===== src/hdl/swwsq_pkg.sv =====
// Shared types and constants for the sliding window weighted square count block.
package swwsq_pkg;

   localparam int DEF_ARRAY_DEPTH = 4096;
   localparam int DEF_VALUE_RANGE = 65536;

   localparam int INDEX_W = 12;
   localparam int VALUE_W = 16;
   localparam int POWER_W = 48;

   localparam logic FUNC_LOAD  = 1'b0;
   localparam logic FUNC_QUERY = 1'b1;

   // classified item kinds handed from front to back
   typedef enum logic [1:0] {
      KIND_LOAD  = 2'd0,
      KIND_SKIP  = 2'd1,
      KIND_QUERY = 2'd2,
      KIND_BAD   = 2'd3
   } item_kind_type;

   typedef struct packed {
      logic clearing;
      logic busy;
   } status_type;

endpackage


===== src/hdl/swwsq_front.sv =====
// Front end: accepts beats, classifies and saturates them, queues them for the back end.
module swwsq_front
   import swwsq_pkg::*;
#(
   parameter int ARRAY_DEPTH = DEF_ARRAY_DEPTH,
   parameter int VALUE_RANGE = DEF_VALUE_RANGE,
   localparam int AW = $clog2(ARRAY_DEPTH),
   localparam int VW = $clog2(VALUE_RANGE)
) (
   input  logic               clock,
   input  logic               reset,
   input  logic               req_push,
   output logic               req_full,
   input  logic               req_func,
   input  logic [INDEX_W-1:0] req_index,
   input  logic [VALUE_W-1:0] req_value,
   input  logic [INDEX_W-1:0] req_left,
   input  logic [INDEX_W-1:0] req_right,
   input  status_type         status,
   output logic               q_valid,
   input  logic               q_pop,
   output item_kind_type      q_kind,
   output logic [AW-1:0]      q_index,
   output logic [VW-1:0]      q_value,
   output logic [AW-1:0]      q_left,
   output logic [AW-1:0]      q_right
);

   localparam int QDEPTH = 2;

   function automatic logic [AW-1:0] sat_pos(input logic [INDEX_W-1:0] p);
      if (32'(p) > 32'(ARRAY_DEPTH - 1))
         return AW'(ARRAY_DEPTH - 1);
      return AW'(p);
   endfunction

   item_kind_type kind_mem [QDEPTH];
   logic [AW-1:0] index_mem [QDEPTH];
   logic [VW-1:0] value_mem [QDEPTH];
   logic [AW-1:0] left_mem [QDEPTH];
   logic [AW-1:0] right_mem [QDEPTH];

   logic       wr_ptr_ff, wr_ptr_in;
   logic       rd_ptr_ff, rd_ptr_in;
   logic [1:0] count_ff, count_in;
   logic       accept;
   logic       do_pop;
   item_kind_type new_kind;
   logic [VW-1:0] new_value;

   assign req_full = (count_ff == 2'(QDEPTH)) || status.clearing;
   assign accept   = req_push && !req_full;
   assign q_valid  = (count_ff != 2'd0);
   assign do_pop   = q_pop && q_valid;

   always_comb begin
      if (req_func == FUNC_LOAD) begin
         new_kind = (32'(req_index) < 32'(ARRAY_DEPTH)) ? KIND_LOAD : KIND_SKIP;
      end else begin
         new_kind = (req_right < req_left) ? KIND_BAD : KIND_QUERY;
      end
      if (32'(req_value) >= 32'(VALUE_RANGE))
         new_value = VW'(VALUE_RANGE - 1);
      else
         new_value = VW'(req_value);
   end

   always_comb begin
      wr_ptr_in = accept ? ~wr_ptr_ff : wr_ptr_ff;
      rd_ptr_in = do_pop ? ~rd_ptr_ff : rd_ptr_ff;
      count_in  = count_ff + 2'(accept) - 2'(do_pop);
   end

   always_ff @(posedge clock) begin
      if (reset) begin
         wr_ptr_ff <= 1'b0;
         rd_ptr_ff <= 1'b0;
         count_ff  <= 2'd0;
      end else begin
         wr_ptr_ff <= wr_ptr_in;
         rd_ptr_ff <= rd_ptr_in;
         count_ff  <= count_in;
      end
   end

   always_ff @(posedge clock) begin
      if (accept) begin
         kind_mem[wr_ptr_ff]  <= new_kind;
         index_mem[wr_ptr_ff] <= sat_pos(req_index);
         value_mem[wr_ptr_ff] <= new_value;
         left_mem[wr_ptr_ff]  <= sat_pos(req_left);
         right_mem[wr_ptr_ff] <= sat_pos(req_right);
      end
   end

   assign q_kind  = kind_mem[rd_ptr_ff];
   assign q_index = index_mem[rd_ptr_ff];
   assign q_value = value_mem[rd_ptr_ff];
   assign q_left  = left_mem[rd_ptr_ff];
   assign q_right = right_mem[rd_ptr_ff];

endmodule


===== config.mk =====
export PLATFORM = sky130hd
export DESIGN_NAME = swwsq_front
export DESIGN_NICKNAME = d
export VERILOG_FILES = /design/src/hdl/swwsq_pkg.sv /design/src/hdl/swwsq_front.sv
export SDC_FILE = /design/constraint.sdc
export NUM_CORES = 1
export LEC_CHECK = 0
export ABC_AREA = 1
export BUFFER_PORTS_ARGS = -buffer_cell sky130_fd_sc_hd__buf_2
export CORE_MARGIN = 2
export CORE_UTILIZATION = 42
export DETAILED_ROUTE_END_ITERATION = 6
export GPL_TIMING_DRIVEN = 0
export PLACE_DENSITY = 0.65
export SKIP_CTS_REPAIR_TIMING = 1
export SYNTH_ARGS = -nofsm -noshare
export SYNTH_HDL_FRONTEND = slang
export SYNTH_SLANG_ARGS = --single-unit
export TNS_END_PERCENT = 1

===== constraint.sdc =====
create_clock -name clock -period 5.3 [get_ports clock]
set_input_delay 1.06 -clock clock [delete_from_list [all_inputs] [get_ports clock]]
set_output_delay 1.06 -clock clock [all_outputs]
set_load 0.01 [all_outputs]

==> run_results.csv <==
group,metric,value,unit
pwr,p_per_area,443,nW/um2
setup_path,crit_type,"flip-flop to primary output",
floorplan,die_w,110,um
drt,vias_per_cell,4.60,
global_routing,overflow,0,
floorplan,pin_count,115,
synth,synth_nets,327,
clock_tree,ctsRootBufferMaster,"clkbuf_8",
clock_tree,htree_levels,4,
timing,fin_worst_skew,0.00814,ns
drt,routed_wl,8080,um
finish,final_common_cell,"buf_2",
global_routing,grt_first_pass_wirelength,12100,um
placement,dp_hpwl,5490,um
clock_tree,clk_path_buf_depth,2,
clock_tree,clkLatencyLatePin,0.50,ns
drt,drtIter0Drc,76,
setup_path,crit_arrival,1.65,ns
floorplan,start_util,0.432,
floorplan,die_h,110,um
placement,dp_cells,510,
timing,drv_slew,0,
global_routing,antenna_found_initial,1,
timing,rsz0062_at_grt,"false",
finish,layout_common_cells,"buf_2, edfxtp_1, mux2_4",
synth,yosys_register_bits,113,
placement,globalplace.congestion,0.685,
timing,hold_viol,0,
pwr,vdd_drop_max,0.209,mV
drt,drc_errors,0,
drt,vias,2488,
timing,finalCritPeriodShare,0.511,
synth,ys_warn_count,0,
timing,max_slew_margin,0.407,
synth,syn_area_per_cell,18.5,um2
timing,setup_viol,0,
global_routing,gr-usage-met2,0.224,
clock_tree,cts_made_buffers,17,
setup_path,worst_setup_path_start_kind,"flip-flop",
drt,wl_per_cell,14.9,um
global_routing,grt_pass1_vias,2492,
finish,final_nets,461,
clock_tree,clock_sinks,113,
placement,numPortBuffers,113,
finish,finish.utilization,0.551,
setup_path,worstPathMaxFanout,10,
clock_tree,cts_tree,"built",
outcome,status,"finished clean",
global_routing,met1_usage,0.164,
synth,ys_types,16,
floorplan,row_count,38,
setup_path,crit_required,4.24,ns
synth,synthesis.area,4710,um2
finish,diodes,0,
pwr,leakage,2.48,nW
global_routing,globalRoute.busiestLayer,"met2",
drt,dr.pass1.iters,4,
setup_path,cp-end-kind,"primary output",
timing,tightest_slew,0.887,ns
global_routing,grt.total_usage,0.139,
finish,drive_gt1_frac,0.499,
synth,ys_seq_area_frac,0.710,
global_routing,met3_usage,0.0569,
worst_hold_path,timing.hold.worst.class,"flip-flop to flip-flop",
finish,fill_cells,885,
finish,area.growth.synth_to_final,27.5,%
flow_run,drv_cap,0,
drt,detail-route-antenna-nets,0,
timing,fmax,0.369,GHz
timing,fin_crit,2.71,ns
floorplan,design.die.area,12100,um2
finish,instances_no_fill,541,
synth,synthCells,255,
floorplan,core_area,10900,um2
clock_tree,path_clk_slew,0.05,ns
global_routing,grt_start_max_net_pins,31,
## cells by family (layout without fill, tap and decap cells)
family          count (synthesis)  in the layout  synth area share
xor+xnor                        1              1           0.00186
mux                            54             54             0.169
compound gates                  4              4           0.00478
simple gates                   39             39            0.0361
fa+ha+maj                      13             13            0.0345
buf+inv                        31            177            0.0436
flops                         113            113             0.710
## synthesized netlist by cell type
cell / number / area [um2]
nor2b_1: 1 / 6.26
nor3b_1: 4 / 30.0
buf_6: 1 / 11.3
o21a_1: 1 / 7.51
nand2_1: 20 / 75.1
xnor2_1: 1 / 8.76
nand3_1: 5 / 25.0
dfxtp_1: 5 / 100
a21oi_1: 3 / 15.0
buf_12: 5 / 100
mux2_2: 4 / 45.0
ha_1: 13 / 163
inv_1: 25 / 93.8
mux2_4: 50 / 751
edfxtp_1: 108 / 3240
nor2_1: 9 / 33.8
## sequential cells by signal (all words and copies together), names as in the netlist, named ones only
register	cells
count_ff	2
index_mem	24
kind_mem	4
left_mem	24
rd_ptr_ff	1
right_mem	24
value_mem	32
wr_ptr_ff	1
## worst max-delay path, cell delays in order, from the launching register on
cell	delay, ns
dfxtp_1	0.32
buf_6	0.19
buf_12	0.18
mux2_4	0.31
buf_2	0.14
## metal layers
metal	vias up	wire length [um]
met2	84	4050
met4	2	73
met3	9	570
met5	-	13
met1	1178	3380
li1	1215	-
## stage by stage
step                      setup TNS (ns)  hold slack (ns)  setup slack [ns]  cell area, um2  total power, mW
after floorplan                        0            0.514              1.28            4710             1.54
after global placement            -28.43            0.530            -0.286            5450             1.72
after detailed placement               0            0.550              2.41            5500             1.74
after CTS                              0            0.566              2.53            6000             2.70
after global routing                   0            0.587              2.50            6000             2.79
final                                  0            0.564              2.59            6000             2.66
## cell type report
cell class,count,area (um2),area share
Timing Repair Buffer,115,606,0.101
Clock buffer,21,429,0.0715
Clock inverter,10,70.1,0.0117
Multi-Input combinational cell,111,1170,0.196
Buffer,6,111,0.0185
Inverter,25,93.8,0.0156
Sequential cell,113,3340,0.557
Tap cell,140,175,0.0292
## where the power goes
part | switching (mW) | internal (mW) | total [mW]
registers | 0.0218 | 1.06 | 1.09
clock network | 0.350 | 0.605 | 0.955
logic | 0.290 | 0.332 | 0.622
total | 0.662 | 2.00 | 2.66
## final timing paths
check	depth (start not counted)	to	slack (ns)	startpoint
max	4	q_left[7]	2.59	flip-flop
max reg2reg	5	kind_mem[1][0]$_DFFE_PP_	3.22	count_ff[0]$_SDFF_PP0_
min reg2reg	2	rd_ptr_ff$_SDFFE_PP0P_	0.56	rd_ptr_ff$_SDFFE_PP0P_
min	2	rd_ptr_ff$_SDFFE_PP0P_	0.56	rd_ptr_ff$_SDFFE_PP0P_
Note: power is estimated with default switching activity, not from simulation.
